--- src/hdl/smoothed_valve_conductance_assert.svh ---
// Assertion macros used by the smoothed valve conductance top level
`ifndef SMOOTHED_VALVE_CONDUCTANCE_ASSERT_SVH
`define SMOOTHED_VALVE_CONDUCTANCE_ASSERT_SVH

// Same-cycle implication, checked outside reset
`define SVC_ASSERT_IMPLY(label, ante, cons) \
    label: assert property (@(posedge i_clk) disable iff (!i_rst_n) (ante) |-> (cons)) \
        else $error("svc assertion failed");

// Implication whose consequent is a delayed sequence
`define SVC_ASSERT_SEQ(label, ante, seq) \
    label: assert property (@(posedge i_clk) disable iff (!i_rst_n) (ante) |-> seq) \
        else $error("svc assertion failed");

`endif

--- src/hdl/svc_pkg.sv ---
// Shared types, constants and the divider step for the smoothed valve conductance block
package svc_pkg;

    localparam int FRAC       = 16;               // fraction bits of every field
    localparam int SFRAC      = 30;               // fraction bits of the band position
    localparam int DW         = 32;               // register and pressure width
    localparam int NUM_W      = DW + FRAC;        // divider dividend and quotient width
    localparam int DEN_W      = DW + 1;           // divider divisor and remainder width
    localparam int DIV_STAGES = NUM_W;            // one quotient bit per stage
    localparam int S_W        = SFRAC;            // band position s, Q0.30, always below 1
    localparam int SHIFT      = SFRAC - FRAC;
    localparam int NUM_DIV    = 5;                // dividers in the second pass
    localparam int LATENCY    = 2 * DIV_STAGES + 4;

    localparam logic [1:0] CFG_MIN_R  = 2'd0;
    localparam logic [1:0] CFG_MAX_R  = 2'd1;
    localparam logic [1:0] CFG_BAND_W = 2'd2;

    localparam logic [DW-1:0] RST_MIN_R  = DW'(1) << FRAC;
    localparam logic [DW-1:0] RST_MAX_R  = DW'(100) << FRAC;
    localparam logic [DW-1:0] RST_BAND_W = DW'(1) << FRAC;

    typedef enum logic [1:0] {
        REG_CLOSED = 2'd0,
        REG_BAND   = 2'd1,
        REG_OPEN   = 2'd2
    } t_region;

    typedef struct packed {
        logic signed [DW-1:0] inlet_pressure;
        logic signed [DW-1:0] outlet_pressure;
    } t_in_item;

    typedef struct packed {
        logic signed [DW-1:0] flow_term;
        logic signed [DW-1:0] flow_slope;
        logic [16:0]          valve_opening;
        logic [30:0]          opening_slope;
        t_region              band_region;
    } t_out_item;

    // register values with zero already replaced by one LSB
    typedef struct packed {
        logic [DW-1:0] min_r;
        logic [DW-1:0] max_r;
        logic [DW-1:0] eps;
    } t_cfg;

    // per-item side information travelling beside the dividers
    typedef struct packed {
        t_region        region;
        logic           neg;
        logic [DW-1:0]  mag;
        logic [S_W-1:0] s;
    } t_ctx;

    typedef struct packed {
        logic [DEN_W-1:0] rem;
        logic [NUM_W-1:0] w;
    } t_dstep;

    // one restoring step: shift the next dividend bit into the remainder,
    // shift the quotient bit in at the bottom of the word
    function automatic t_dstep div_step(input logic [DEN_W-1:0] rem,
                                        input logic [NUM_W-1:0] w,
                                        input logic [DEN_W-1:0] den);
        t_dstep       res;
        logic [DEN_W:0] trial;
        logic         ge;
        trial = {rem, w[NUM_W-1]};
        ge    = (trial >= {1'b0, den});
        res.rem = ge ? DEN_W'(trial - {1'b0, den}) : DEN_W'(trial);
        res.w   = {w[NUM_W-2:0], ge};
        return res;
    endfunction

endpackage

--- src/hdl/svc_back.sv ---
// Output stage: sign, saturation and region selection of the result word
module svc_back (
    input  logic                          i_clk,
    input  logic                          i_rst_n,
    input  logic                          i_valid,
    input  logic [svc_pkg::NUM_W-1:0]     i_quo [0:svc_pkg::NUM_DIV-1],
    input  svc_pkg::t_ctx                 i_ctx,
    output logic                          o_valid,
    output svc_pkg::t_out_item            o_result
);
    localparam int NW = svc_pkg::NUM_W;
    localparam logic [NW-1:0] HALF  = NW'(1) << 31;
    localparam logic [NW-1:0] MAX31 = HALF - NW'(1);

    logic [31:0]            qc;
    logic signed [NW:0]     diff;
    logic [NW-svc_pkg::SHIFT:0] g;
    svc_pkg::t_out_item     n_res;

    logic                   r_valid;
    svc_pkg::t_out_item     r_res;

    always_comb begin
        qc   = (i_quo[0] > HALF) ? 32'(HALF) : i_quo[0][31:0];
        diff = $signed({1'b0, i_quo[0]}) - $signed({1'b0, i_quo[1]});
        g    = (NW-svc_pkg::SHIFT+1)'(i_quo[2] >> svc_pkg::SHIFT)
             + (NW-svc_pkg::SHIFT+1)'(i_quo[3] >> svc_pkg::SHIFT);
        n_res.band_region = i_ctx.region;
        unique case (i_ctx.region)
            svc_pkg::REG_BAND: begin
                if (diff > $signed((NW+1)'(MAX31))) begin
                    n_res.flow_term = 32'sh7FFF_FFFF;
                end else if (diff < -$signed((NW+1)'(HALF))) begin
                    n_res.flow_term = 32'sh8000_0000;
                end else begin
                    n_res.flow_term = diff[31:0];
                end
                n_res.flow_slope    = (g > (NW-svc_pkg::SHIFT+1)'(MAX31))
                                    ? 32'sh7FFF_FFFF : g[31:0];
                n_res.valve_opening = 17'(i_ctx.s >> svc_pkg::SHIFT);
                n_res.opening_slope = (i_quo[4] > MAX31) ? 31'h7FFF_FFFF : i_quo[4][30:0];
            end
            default: begin
                // outside the band: straight division, opening pinned to its end
                if (i_ctx.neg) begin
                    n_res.flow_term = 32'(-qc);
                end else begin
                    n_res.flow_term = qc[31] ? 32'sh7FFF_FFFF : qc;
                end
                n_res.flow_slope    = (i_quo[2] > MAX31) ? 32'sh7FFF_FFFF : i_quo[2][31:0];
                n_res.valve_opening = (i_ctx.region == svc_pkg::REG_OPEN)
                                    ? 17'(1) << svc_pkg::FRAC : 17'd0;
                n_res.opening_slope = '0;
            end
        endcase
    end

    always_ff @(posedge i_clk) begin
        if (!i_rst_n) begin
            r_valid <= 1'b0;
        end else begin
            r_valid <= i_valid;
        end
        r_res <= n_res;
    end

    assign o_valid  = r_valid;
    assign o_result = r_res;
endmodule

--- config.mk ---
export PLATFORM = sky130hd
export DESIGN_NAME = svc_back
export DESIGN_NICKNAME = d
export VERILOG_FILES = /design/src/hdl/smoothed_valve_conductance_assert.svh /design/src/hdl/svc_pkg.sv /design/src/hdl/svc_back.sv
export SDC_FILE = /design/constraint.sdc
export NUM_CORES = 1
export LEC_CHECK = 0
export BUFFER_PORTS_ARGS = -buffer_cell sky130_fd_sc_hd__buf_4
export CORE_AREA = 2 2 163 165
export DETAILED_ROUTE_END_ITERATION = 8
export DIE_AREA = 0 0 165 167
export PLACE_DENSITY = 0.67
export RECOVER_POWER = 25
export SYNTH_ARGS = -nofsm -noshare
export SYNTH_HDL_FRONTEND = slang
export SYNTH_SLANG_ARGS = --single-unit
--- constraint.sdc ---
create_clock -name i_clk -period 4.66 [get_ports i_clk]
set_input_delay 0.233 -clock i_clk [delete_from_list [all_inputs] [get_ports i_clk]]
set_output_delay 0.233 -clock i_clk [all_outputs]
set_load 0.005 [all_outputs]
# == After elaboration in Yosys (flattened, before gate mapping) ==
# Index checks and enable logic that the tools add are counted.
# word_totals
reg_bits,115
inputBits,308
elab_cells,28
out_inout_bits,115
# classes
n_eq_ne,2
order_cmp,6
n_addsub,3
mux,10
# op_table
operator,count
32-bit 2-to-1 mux,6
112-bit 2-to-1 mux,1
"48-bit by 31-bit greater-than comparator with 1-bit output, second input constant",2
31-bit 2-to-1 mux,2
"49-bit by 32-bit greater-than comparator with 1-bit output, second input constant",1
"49-bit by 32-bit less-than comparator with 1-bit output, second input constant",1
48-bit by 48-bit subtractor with 49-bit output,1
"48-bit by 32-bit greater-than comparator with 1-bit output, second input constant",1
34-bit by 34-bit adder with 35-bit output,1
"35-bit by 31-bit greater-than comparator with 1-bit output, second input constant",1
32-bit negator,1
17-bit 2-to-1 mux,1
"2-bit by 1-bit equality test with 1-bit output, second input constant",1
"2-bit equality test, second input constant",1

# == Logic depth before layout (Yosys ltp) ==
# depth
depth_word,5
depth_mapped,17
depth_no_buf,15

# == Worst setup path before layout ==
# Ideal clock, no wire load.
# synth_path
path_kind,input to register
from,in i_quo[194] in the netlist's numbering
to,reg r_res (netlist bit o_result[104])
required_time_ns,4.535
arrival_ns,3.839
path_buffers,3
path_slack_ns,0.695
cell_stages,16
setup_ns,0.125
cell_sequence,nor4_2 -> or4b_1 -> buf_2 -> or4_4 -> or4_4 -> a21oi_4 -> buf_4 -> nand2_1 -> ha_1 -> clkbuf_1 -> a21boi_2 -> nor2b_2 -> nor2_1 -> a211o_1 -> nand2_1 -> o2bb2ai_1
# synth_lines
element,line,text
"start, declared",svc_back.sv:6,"input logic [svc_pkg::NUM_W-1:0] i_quo [0:svc_pkg::NUM_DIV-1],"
"end signal, assigned",svc_back.sv:64,r_res <= n_res;
"end, declared",svc_back.sv:21,svc_pkg::t_out_item r_res;

==> results by group <==
STA
  – Final TNS setup: 0 ns
  – Crit share post-route: 83.2%
  – Tmin final: 3.88 ns
  – Slew @ Worst Pin: 0.928 ns
  – Worst-case headroom to the max-slew limit: 38.2%
  – Fmax achieved: 0.258 GHz
  – Endpoints failing hold: 0
  – RSZ-0062 raised after global routing: no
  – Max-slew violation count: 0
  – Final setup viols: 0

Logic synthesis
  – Post-synthesis cell count: 1,380
  – Synth area leaders: dfxtp_1, ha_1, a21oi_1
  – Synth Net Count: 1,773
  – Post-synth EDFFs: 0
  – Yosys top cell area share: 23.1%
  – Synth Warn #: 0
  – Cell area after synthesis: 9980 µm²
  – Sequential area share after synthesis: 23.1%
  – Largest area contributor in the netlist: dfxtp_1
  – Avg Inst Size Synth: 7.23 µm²
  – Netlist cell types: 79
  – Register bit total from synthesis: 115
  – Main flop type after synthesis: dfxtp_1
  – Synth async-reset ratio: 0%

Route
  – Drt drc: 0
  – Drt via density: 5.63
  – Routed wire per std cell: 17.9 µm
  – Drt initial violations: 759
  – Post-Route WL: 37,000 µm
  – Vias: 11,600
  – ANT nets after route: 0
  – Initial DRT Pass Iterations: 6

Final layout
  – Multi-input gate area: 7140 µm²
  – Filler Cells Inserted: 2,557
  – Layout Area Growth over Synthesis: 36.5%
  – N_diodes: 0
  – Register Area: 2300 µm²
  – Layout Cell Area excl Fill: 13,600 µm²
  – Share of layout cells above drive strength 1: 24.8%
  – Fin cells: 2,062
  – Nets: 2,107

Outcome
  – Run status: completed

Die
  – Core region area: 25,800 µm²
  – Die Wd: 165 µm
  – I/O pin count: 423
  – Rows: 59
  – Die Height: 167 µm
  – Die Footprint: 27,600 µm²
  – Starting Density: 38.7%

Placement
  – GP Congestion: 0.990
  – # port buffers: 362
  – Area post-placement: 13,000 µm²
  – Placed Cells: 2,024
  – Sum of net half-perimeters after detailed placement: 29,700 µm

Clock network
  – H-tree levels: 4
  – Reg clk slew, reported paths: 0.07 ns
  – Post-CTS Resized: 0
  – Post-CTS Setup Inserts: 0
  – Cts bufs inserted: 17
  – Clock root buffer: clkbuf_16
  – Max Buffers Root-to-Sink: 2
  – TritonCTS clock tree: built
  – Number of buffers inserted by hold repair at cts: 6
  – CTS sink cnt: 115

Flow run
  – Total of max-cap violations: 0

Worst setup path
  – Crit path launch type: input port
  – CP endpoint kind: register
  – Crit Path Category: in2reg
  – Crit-path max FO: 27
  – Arrival time worst endpoint: 4.18 ns
  – Worst path required time: 4.97 ns

Hold path
  – Tightest Hold Check Type: in2reg

Global routing
  – Total gr overflow: 0
  – First-pass GRT wire length: 56,600 µm
  – Largest net degree at the start of global routing: 48
  – Vias in the first global route: 11,000
  – Antenna violations before repair: 0
  – GR Util All Layers: 25.9%

Pwr
  – Max IR drop VDD: 0.203 mV
  – Total power divided by cell area: 270 nW/µm²
  – Leak: 0.00620 µW
-- area by class of cell --
cell class / count / share of cell area (%)
well taps: 335 / 3.08
inverters: 66 / 1.82
repair buffers: 390 / 21.5
flip-flops and latches: 115 / 16.9
clock inverters: 15 / 1.27
multi-input cells: 1124 / 52.4
clock buffers: 17 / 3.12
-- metrics by stage --
step                      hold WS, ns  utilization [%]  worst slack, ns  total power (µW)
after floorplan                 0.261                -            0.695              1820
after global placement          0.364             50.6            0.343              2330
after detailed placement        0.370             50.6            0.421              2330
after CTS                     0.00198             53.1            0.845              3710
after global routing           0.0116             52.9            0.553              3880
final                          0.0235             52.9            0.781              3680
-- sequential cells by signal, indices dropped and copies added, names as in the netlist --
name and count:
o_result 114, o_valid 1
-- path summary, 6_finish.rpt --
path / slack, ns / depth (start not counted) / startpoint / to
worst min-delay path: 0.02 / 3 / i_quo[16] / o_result[18]
worst max-delay path: 0.78 / 14 / i_quo[201] / o_result[99]
-- layer usage --
layer | part of all wire (%) | global-route usage, % | wire [µm] | vias up
li1 | - | - | - | 5655
met1 | 40 | 31.4 | 14800 | 5421
met2 | 49 | 45.2 | 18100 | 475
met3 | 7.5 | 3.74 | 2790 | 65
met4 | 3.6 | 10.9 | 1320 | 0
met5 | 0 | 0 | 0 | -
-- cell families after synthesis --
logic type,synth area share [%]
AO/OA/AOI/OAI,27.9
XOR/XNOR,6.84
adder cells (fa/ha/maj),10.8
buffers and inverters,5.50
flip-flops,23.1
multiplexers,0.514
other,0.0376
AND/OR/NAND/NOR,25.4
-- worst max-delay path, cell delays in order --
cell       delay [ns]
buf_4            0.13
ha_1             0.41
nand4_1          0.19
o221ai_1         0.31
a211oi_1         0.11
a211o_1          0.37
a211oi_1         0.57
a21boi_0         0.24
or4_1            0.59
nor4_1           0.44
buf_4            0.19
nor2_1           0.06
buf_12           0.18
o2bb2ai_1        0.14
-- cell usage in the layout, fill, tap and decap left out, types with 38 or more instances in the layout --
cell and n:
a21oi_1 136, buf_4 326, clkbuf_4 40, dfxtp_1 115, ha_1 83, inv_1 66
nand2_1 137, nand3_1 39, nor2_1 160, o21ai_0 80, xnor2_1 38, xor2_1 40
-- cells in the mapped netlist (5+ instances only) --
| library cell | n |
|---|---|
| nor3_1 | 26 |
| o2bb2ai_1 | 29 |
| inv_1 | 66 |
| o211ai_1 | 15 |
| and3_1 | 13 |
| o31a_1 | 7 |
| clkbuf_1 | 65 |
| a31oi_1 | 14 |
| xor2_1 | 40 |
| o31ai_1 | 7 |
| ha_1 | 83 |
| nand4_1 | 29 |
| nand2_1 | 137 |
| or2_2 | 7 |
| xnor2_1 | 38 |
| or3_1 | 11 |
| o22ai_1 | 6 |
| a211oi_1 | 11 |
| and2_1 | 26 |
| o41ai_1 | 5 |
| o21ai_0 | 80 |
| nor2b_1 | 13 |
| nor4_1 | 22 |
| dfxtp_1 | 115 |
| a21oi_1 | 136 |
| nand2b_1 | 13 |
| nand3_1 | 39 |
| or4_1 | 6 |
| o21ai_1 | 16 |
| nor2_1 | 160 |
| o21a_1 | 12 |
| a21o_1 | 30 |
| a311oi_1 | 5 |
| a21boi_0 | 7 |
| o21bai_1 | 9 |
-- where the power goes --
part           leakage (µW)  switching, µW  internal (µW)  total, µW
clock              0.000289            551            805       1360
combinational       0.00496            678            579       1260
sequential         0.000953           21.6           1050       1070
total               0.00620           1250           2430       3680
(Power assumes the default switching activity.)
