==> src/hdl/smoothed_valve_conductance_assert.svh <==
// Assertion macros used by the smoothed valve conductance top level
`ifndef SMOOTHED_VALVE_CONDUCTANCE_ASSERT_SVH
`define SMOOTHED_VALVE_CONDUCTANCE_ASSERT_SVH

// Same-cycle implication, checked outside reset
`define SVC_ASSERT_IMPLY(label, ante, cons) \
    label: assert property (@(posedge i_clk) disable iff (!i_rst_n) (ante) |-> (cons)) \
        else $error("svc assertion failed");

// Implication whose consequent is a delayed sequence
`define SVC_ASSERT_SEQ(label, ante, seq) \
    label: assert property (@(posedge i_clk) disable iff (!i_rst_n) (ante) |-> seq) \
        else $error("svc assertion failed");

`endif

==> src/hdl/svc_pkg.sv <==
// Shared types, constants and the divider step for the smoothed valve conductance block
package svc_pkg;

    localparam int FRAC       = 16;               // fraction bits of every field
    localparam int SFRAC      = 30;               // fraction bits of the band position
    localparam int DW         = 32;               // register and pressure width
    localparam int NUM_W      = DW + FRAC;        // divider dividend and quotient width
    localparam int DEN_W      = DW + 1;           // divider divisor and remainder width
    localparam int DIV_STAGES = NUM_W;            // one quotient bit per stage
    localparam int S_W        = SFRAC;            // band position s, Q0.30, always below 1
    localparam int SHIFT      = SFRAC - FRAC;
    localparam int NUM_DIV    = 5;                // dividers in the second pass
    localparam int LATENCY    = 2 * DIV_STAGES + 4;

    localparam logic [1:0] CFG_MIN_R  = 2'd0;
    localparam logic [1:0] CFG_MAX_R  = 2'd1;
    localparam logic [1:0] CFG_BAND_W = 2'd2;

    localparam logic [DW-1:0] RST_MIN_R  = DW'(1) << FRAC;
    localparam logic [DW-1:0] RST_MAX_R  = DW'(100) << FRAC;
    localparam logic [DW-1:0] RST_BAND_W = DW'(1) << FRAC;

    typedef enum logic [1:0] {
        REG_CLOSED = 2'd0,
        REG_BAND   = 2'd1,
        REG_OPEN   = 2'd2
    } t_region;

    typedef struct packed {
        logic signed [DW-1:0] inlet_pressure;
        logic signed [DW-1:0] outlet_pressure;
    } t_in_item;

    typedef struct packed {
        logic signed [DW-1:0] flow_term;
        logic signed [DW-1:0] flow_slope;
        logic [16:0]          valve_opening;
        logic [30:0]          opening_slope;
        t_region              band_region;
    } t_out_item;

    // register values with zero already replaced by one LSB
    typedef struct packed {
        logic [DW-1:0] min_r;
        logic [DW-1:0] max_r;
        logic [DW-1:0] eps;
    } t_cfg;

    // per-item side information travelling beside the dividers
    typedef struct packed {
        t_region        region;
        logic           neg;
        logic [DW-1:0]  mag;
        logic [S_W-1:0] s;
    } t_ctx;

    typedef struct packed {
        logic [DEN_W-1:0] rem;
        logic [NUM_W-1:0] w;
    } t_dstep;

    // one restoring step: shift the next dividend bit into the remainder,
    // shift the quotient bit in at the bottom of the word
    function automatic t_dstep div_step(input logic [DEN_W-1:0] rem,
                                        input logic [NUM_W-1:0] w,
                                        input logic [DEN_W-1:0] den);
        t_dstep       res;
        logic [DEN_W:0] trial;
        logic         ge;
        trial = {rem, w[NUM_W-1]};
        ge    = (trial >= {1'b0, den});
        res.rem = ge ? DEN_W'(trial - {1'b0, den}) : DEN_W'(trial);
        res.w   = {w[NUM_W-2:0], ge};
        return res;
    endfunction

endpackage

==> src/hdl/svc_front.sv <==
// Input stage: pressure difference, region choice and band numerator
module svc_front (
    input  logic                          i_clk,
    input  logic                          i_rst_n,
    input  logic                          i_valid,
    input  svc_pkg::t_in_item             i_item,
    input  svc_pkg::t_cfg                 i_cfg,
    output logic                          o_valid,
    output logic [svc_pkg::DEN_W-1:0]     o_rem,
    output logic [svc_pkg::DEN_W-1:0]     o_den,
    output svc_pkg::t_ctx                 o_ctx
);
    logic signed [svc_pkg::DW:0]   dp;
    logic signed [svc_pkg::DW+1:0] dp2;
    logic signed [svc_pkg::DW+1:0] e;
    logic signed [svc_pkg::DW+1:0] u;
    logic [svc_pkg::DW:0]          mag;
    svc_pkg::t_ctx                 n_ctx;
    logic [svc_pkg::DEN_W-1:0]     n_rem;

    logic                          r_valid;
    logic [svc_pkg::DEN_W-1:0]     r_rem;
    logic [svc_pkg::DEN_W-1:0]     r_den;
    svc_pkg::t_ctx                 r_ctx;

    always_comb begin
        dp  = {i_item.inlet_pressure[svc_pkg::DW-1], i_item.inlet_pressure}
            - {i_item.outlet_pressure[svc_pkg::DW-1], i_item.outlet_pressure};
        dp2 = {dp, 1'b0};
        e   = {2'b00, i_cfg.eps};
        u   = dp2 + e;
        mag = dp[svc_pkg::DW] ? (svc_pkg::DW+1)'(-dp) : dp;
        n_ctx.neg = dp[svc_pkg::DW];
        n_ctx.mag = mag[svc_pkg::DW-1:0];
        n_ctx.s   = '0;
        n_rem     = '0;
        if (dp2 < -e) begin
            n_ctx.region = svc_pkg::REG_CLOSED;
        end else if (dp2 < e) begin
            n_ctx.region = svc_pkg::REG_BAND;
            n_rem        = u[svc_pkg::DEN_W-1:0];
        end else begin
            n_ctx.region = svc_pkg::REG_OPEN;
        end
    end

    always_ff @(posedge i_clk) begin
        if (!i_rst_n) begin
            r_valid <= 1'b0;
        end else begin
            r_valid <= i_valid;
        end
        r_rem <= n_rem;
        r_den <= {i_cfg.eps, 1'b0};
        r_ctx <= n_ctx;
    end

    assign o_valid = r_valid;
    assign o_rem   = r_rem;
    assign o_den   = r_den;
    assign o_ctx   = r_ctx;
endmodule

==> config.mk <==
export PLATFORM = sky130hd
export DESIGN_NAME = svc_front
export DESIGN_NICKNAME = d
export VERILOG_FILES = /design/src/hdl/smoothed_valve_conductance_assert.svh /design/src/hdl/svc_pkg.sv /design/src/hdl/svc_front.sv
export SDC_FILE = /design/constraint.sdc
export NUM_CORES = 1
export LEC_CHECK = 0
export BUFFER_PORTS_ARGS = -buffer_cell sky130_fd_sc_hd__buf_2
export CAP_MARGIN = 10
export CORE_MARGIN = 5
export CORE_UTILIZATION = 50
export CTS_CLUSTER_DIAMETER = 120
export CTS_CLUSTER_SIZE = 28
export DETAILED_ROUTE_END_ITERATION = 10
export PLACE_DENSITY = 0.76
export SLEW_MARGIN = 40
export SYNTH_ARGS = -nofsm -noshare
export SYNTH_HDL_FRONTEND = slang
export SYNTH_SLANG_ARGS = --single-unit
==> constraint.sdc <==
create_clock -name i_clk -period 16.2 [get_ports i_clk]
set_input_delay 2.43 -clock i_clk [delete_from_list [all_inputs] [get_ports i_clk]]
set_output_delay 2.43 -clock i_clk [all_outputs]
set_load 0.01 [all_outputs]
[Yosys cells after proc, flatten, opt, wreduce, memory -nomap -nowiden]
Cells that the tools add are included.
Word-level totals
  register bits: 101
  output and inout bits: 132
  bits of input ports: 163
Cells by class
  add/subtract/negate cells: 4
  multiplexer cells: 2
  bitwise gates (word level): 1
  reductions and logical operators: 1
  order comparisons: 2
Operators with widths (count)
  < comparator 34 x 33 -> 1 bit: 1
  < comparator 34 bit: 1
  negation 32 -> 34 bit: 1
  adder 33 bit: 1
  subtractor 32 x 32 -> 33 bit: 1
  2-to-1 mux 32 bit: 1
  negation 32 bit: 1
  2-to-1 mux 2 bit: 1
  OR reduction 2 bit: 1
  NOT 1 bit: 1

[Logic depth before layout (Yosys ltp)]
  depth in word-level cells: 4
  depth in mapped cells: 23

[Worst setup path before layout]
OpenSTA, ideal clock, no wires.
  path kind: input -> register
  from: input i_item[32] (netlist name)
  to: register r_rem (netlist bit o_rem[26])
  cell stages on the path: 21
  slack: 9264 ps
  arrival time: 6872 ps
  path through: inv_1 -> ha_1 -> inv_1 -> fa_1 -> a211oi_4 -> o31ai_2 -> a311oi_4 -> o31ai_2 -> xor2_1 -> ha_1 -> a21o_1 -> a21o_1 -> a221oi_1 -> o21ai_0 -> a41o_1 -> a21oi_1 -> o211ai_1 -> a211oi_1 -> o221ai_4 -> buf_12 -> nor2_2
Between the ends
  longest elaborated chain between the ends: 4
Ends and longest elaborated chain
  start, declared: line svc_front.sv:6  | input svc_pkg::t_in_item i_item,
  subtractor 32 x 32 -> 33 bit (*): line svc_front.sv:28  | - {i_item.outlet_pressure[svc_pkg::DW-1], i_item.outlet_pressure};
  < comparator 34 x 33 -> 1 bit: line svc_front.sv:39  | end else if (dp2 < e) begin
  NOT 1 bit (no source line)
  OR reduction 2 bit (no source line)
  end signal, assigned: line svc_front.sv:53  | r_rem <= n_rem;
  end, declared: line svc_front.sv:22  | logic [svc_pkg::DEN_W-1:0] r_rem;
Mark *: on every way between the ends. The rest lies on a longest branch, timed or not.
A chain may end at the register's enable or synchronous reset.

[Worst setup path after layout]
  from: input i_item[32] (netlist name)
  to: register r_rem (netlist bit o_rem[31])
The elaborated chain is that of the path after synthesis.

==> results summary <==
The flow ran to the end, and the final reports show no timing, DRC or antenna violations. The final count of pins violating max slew came out at 0. The final-report hold violation count was 0. The number of library cell types mapped by synthesis came out at 84. TritonCTS built the clock tree. The met2 wirelength from detailed routing is slightly above 10 mm.

The average cell area after synthesis is approximately 8.1 sq um. For this run, the leading register cell type out of synthesis is sky130_fd_sc_hd__dfxtp_1. The overall track demand over capacity in global routing is about a fifth. The wire-length estimate of the detail-placed layout is between 15 and 20 mm. The count of clock tree sinks came out at 101.

For this block, the initial DRC count from the detailed router was about 380. The number of global-route vias before repair is between 7000 and 8000. Dividing the detail-routed wire length by the instance count gives roughly 15 microns. The final weighted congestion in routability-driven placement came out at between 0.8 and 0.9.

The H-tree was split into 3 levels. The worst max-slew margin expressed relative to the limit is between 40% and 50%. The number of primary I/O pins is approximately 300. The sequential fraction of the synthesis area is 22.7%. The maximum net fanout on the critical path came out at 34. The total negative slack for setup checks came out at 0 ps. The fraction of layout cells with a size suffix above 1 is a little over a fifth. The largest individual stage delay along the critical path comes from the cell sky130_fd_sc_hd__a211oi_1.

Ranked by total cell area, the synthesized netlist is headed by sky130_fd_sc_hd__dfxtp_1 (23%), sky130_fd_sc_hd__ha_1 (18%), sky130_fd_sc_hd__xnor2_1 (7.0%). The post-CTS clock slew at the launch and capture registers of the worst setup and hold paths is around 70 ps. The worst endpoint data arrival time is just under 8000 ps. The synthesized design contains around 100 register bits. The leftover overflow at the end of global routing came out at 0. The post-route antenna net violation count is 0. The peak ir drop on the vdd network came out at between 70 and 80 uV. The worst setup path is captured at a flip-flop.

The post-synthesis async set-or-reset flop share is 0%. The die height came out at between 100 and 150 microns. The initial cell density of the core is between 50% and 60%.

The Yosys warning count is 0. The number of endpoints failing setup at the final stage came out at 0. The post-cts hold buffer count came out at 0.

Setup repair after global routing left no endpoint under its margin. The count of fill cells added during filler insertion is 1637. The CTS buffer count came out at 9. After technology mapping, the gate count stands at 1099. The setup path with the least slack is of type in2reg. The global-route wire length before repair is 35.0 mm.

The total area of multi-input combinational cells is just over 0.006 sq mm. Clock tree synthesis selected as its root buffer the cell sky130_fd_sc_hd__clkbuf_16. The minimum clock period is 7610 ps. The endpoint required time on the critical path came out at about 16000 ps. The slew of the pin with the lowest slew margin came out at roughly 760 ps. Detailed routing inserted a total of approximately 8100 vias. In this run, synthesis inferred 0 flip-flops with an integrated enable. The power after layout came out at ~1.1 mW. The number of setup buffers added after CTS is 0.

By count the netlist is led by sky130_fd_sc_hd__ha_1 (125), sky130_fd_sc_hd__inv_1 (116), sky130_fd_sc_hd__dfxtp_1 (101). The class of the tightest hold or removal check is in2reg. The sum of met3 wire segment lengths after detailed routing is about 1.3 mm. The cell with the most instances after synthesis is sky130_fd_sc_hd__ha_1.

The number of optimization iterations in the first detailed-route pass came out at 5. The count of buffers added on input and output ports is 199. The longest clock path from root to sink contains 2 buffers.

The area of the mapped netlist came out at 0.00891 sq mm. For this design the static power due to leakage is 5.03 nW. Prior to clock tree synthesis, the placed netlist has a worst setup slack of a little over 8000 ps.

The post-layout utilization of the core came out at 59.0%. The post-cts repair resize count came out at 0. The die is 144 microns wide. The aggregate routed wire length came out at between 20 and 25 mm.

The sequential cells in the finished layout cover a total of 0.00202 sq mm. Using the TritonRoute via totals, the vias-per-cell ratio works out to 5.35. Max-cap violations in this run came to 0. The area share of the leading cell type in the synthesized netlist came out at 22.7%. The maximum single-stage delay on the critical path is just over 600 ps. The number of antenna violations at the first check in global routing came out at 0. The number of nets at the end of the flow is 1580.

The pin count of the biggest net entering global routing is 35. The biggest area contributor in the post-synthesis netlist is sky130_fd_sc_hd__dfxtp_1. The area overhead of the layout relative to synthesis is 15.4%. The die outline area is ~0.021 sq mm. The standard cell core area is about 0.017 sq mm.

The nature of the critical path startpoint is an input port. The placement row count is 48. The power density over cell area came out at 110 mW/mm^2. The number of diodes came out at 0.

The setup slack after layout is 8590 ps. The routed metal-1 wire length came out at 10.1 mm. The final critical-path share of the clock period came out at 47.0%. The detailed router used layers up to and including met4. Walking the worst path, the cells encountered are buf_2 -> inv_1 -> ha_1 -> inv_1 -> fa_1 -> a211oi_4 -> o31ai_2 -> a311oi_4 -> o21bai_2 -> xor2_1 -> ha_1 -> and4_1 -> a221oi_1 -> o21ai_0 -> a41o_1 -> a21oi_1 -> o211ai_1 -> a211oi_1 -> o221ai_4 -> buf_4 -> a2111oi_2. Timing would allow up to 131 MHz. The residual DRC count is 0.
[cells by family (layout without fill, tap and decap cells)]
logic type               Yosys count  after routing  share of synthesized area, %
AND/OR/NAND/NOR                  317            317                          18.7
AO/OA/AOI/OAI                    284            284                          21.8
buffers and inverters            170            336                          8.96
adder cells (fa/ha/maj)          127            127                          18.0
flip-flops                       101            101                          22.7
XOR/XNOR                          95             95                          9.34
multiplexers                       4              4                         0.477
other                              1             31                        0.0421
[layout make-up]
| cell class | instances | share of cell area (%) |
|---|---|---|
| multi-input combinational | 858 | 60.3 |
| timing repair buffer | 203 | 9.98 |
| clock inverter | 6 | 0.694 |
| sequential | 101 | 19.7 |
| inverter | 117 | 4.27 |
| clock buffer | 10 | 2.32 |
| tap | 225 | 2.74 |
[per-stage QoR]
stage,cells,area (sq um),hold WS [ps]
after floorplan,1129,9020,2460
after global placement,1504,9970,2560
after detailed placement,1504,9970,2570
after CTS,1520,10300,2200
after global routing,1520,10300,2210
final,1520,10300,2220
[placed cells by master (no fill, tap or decap), drive strengths merged, types with 14 or more instances in the layout]
master,instances
o21ai,64
nand2,53
a31oi,14
a21o,19
buf,203
nor2,109
nor3,34
xnor2,71
inv,118
xor2,24
nand3,14
a21oi,81
nand2b,14
nor2b,14
conb,31
ha,125
nor4,17
dfxtp,101
[power by group]
| part | switching (mW) | internal (mW) | total (mW) |
|---|---|---|---|
| clock network | 0.0955 | 0.125 | 0.221 |
| registers | 0.0169 | 0.314 | 0.331 |
| logic | 0.344 | 0.235 | 0.579 |
[state kept, by name, indices dropped and copies added (netlist names)]
register,flops
o_ctx,35
o_den,32
o_rem,33
o_valid,1
[final timing paths]
path / from / endpoint / slack (ps) / cells past startpoint
min: i_cfg[4] / o_den[5]$_DFF_P_ / 2220 / 1
max: i_item[32] / o_rem[31]$_SDFF_PP0_ / 8590 / 21
[per-layer routing]
metal | vias to the layer above | GRT usage, %
met1 | 3655 | 27.6
met2 | 240 | 34.1
li1 | 4199 | -
met5 | - | 0
met3 | 32 | 2.30
met4 | 0 | 6.14
[worst max-delay path: cells and delay by family]
family,cells,cell delay (ps)
xor+xnor,1,540
simple gates,1,200
buf+inv,4,500
compound gates,12,3120
fa+ha+maj,3,1020
No activity file was read; power rests on OpenSTA's default activity.
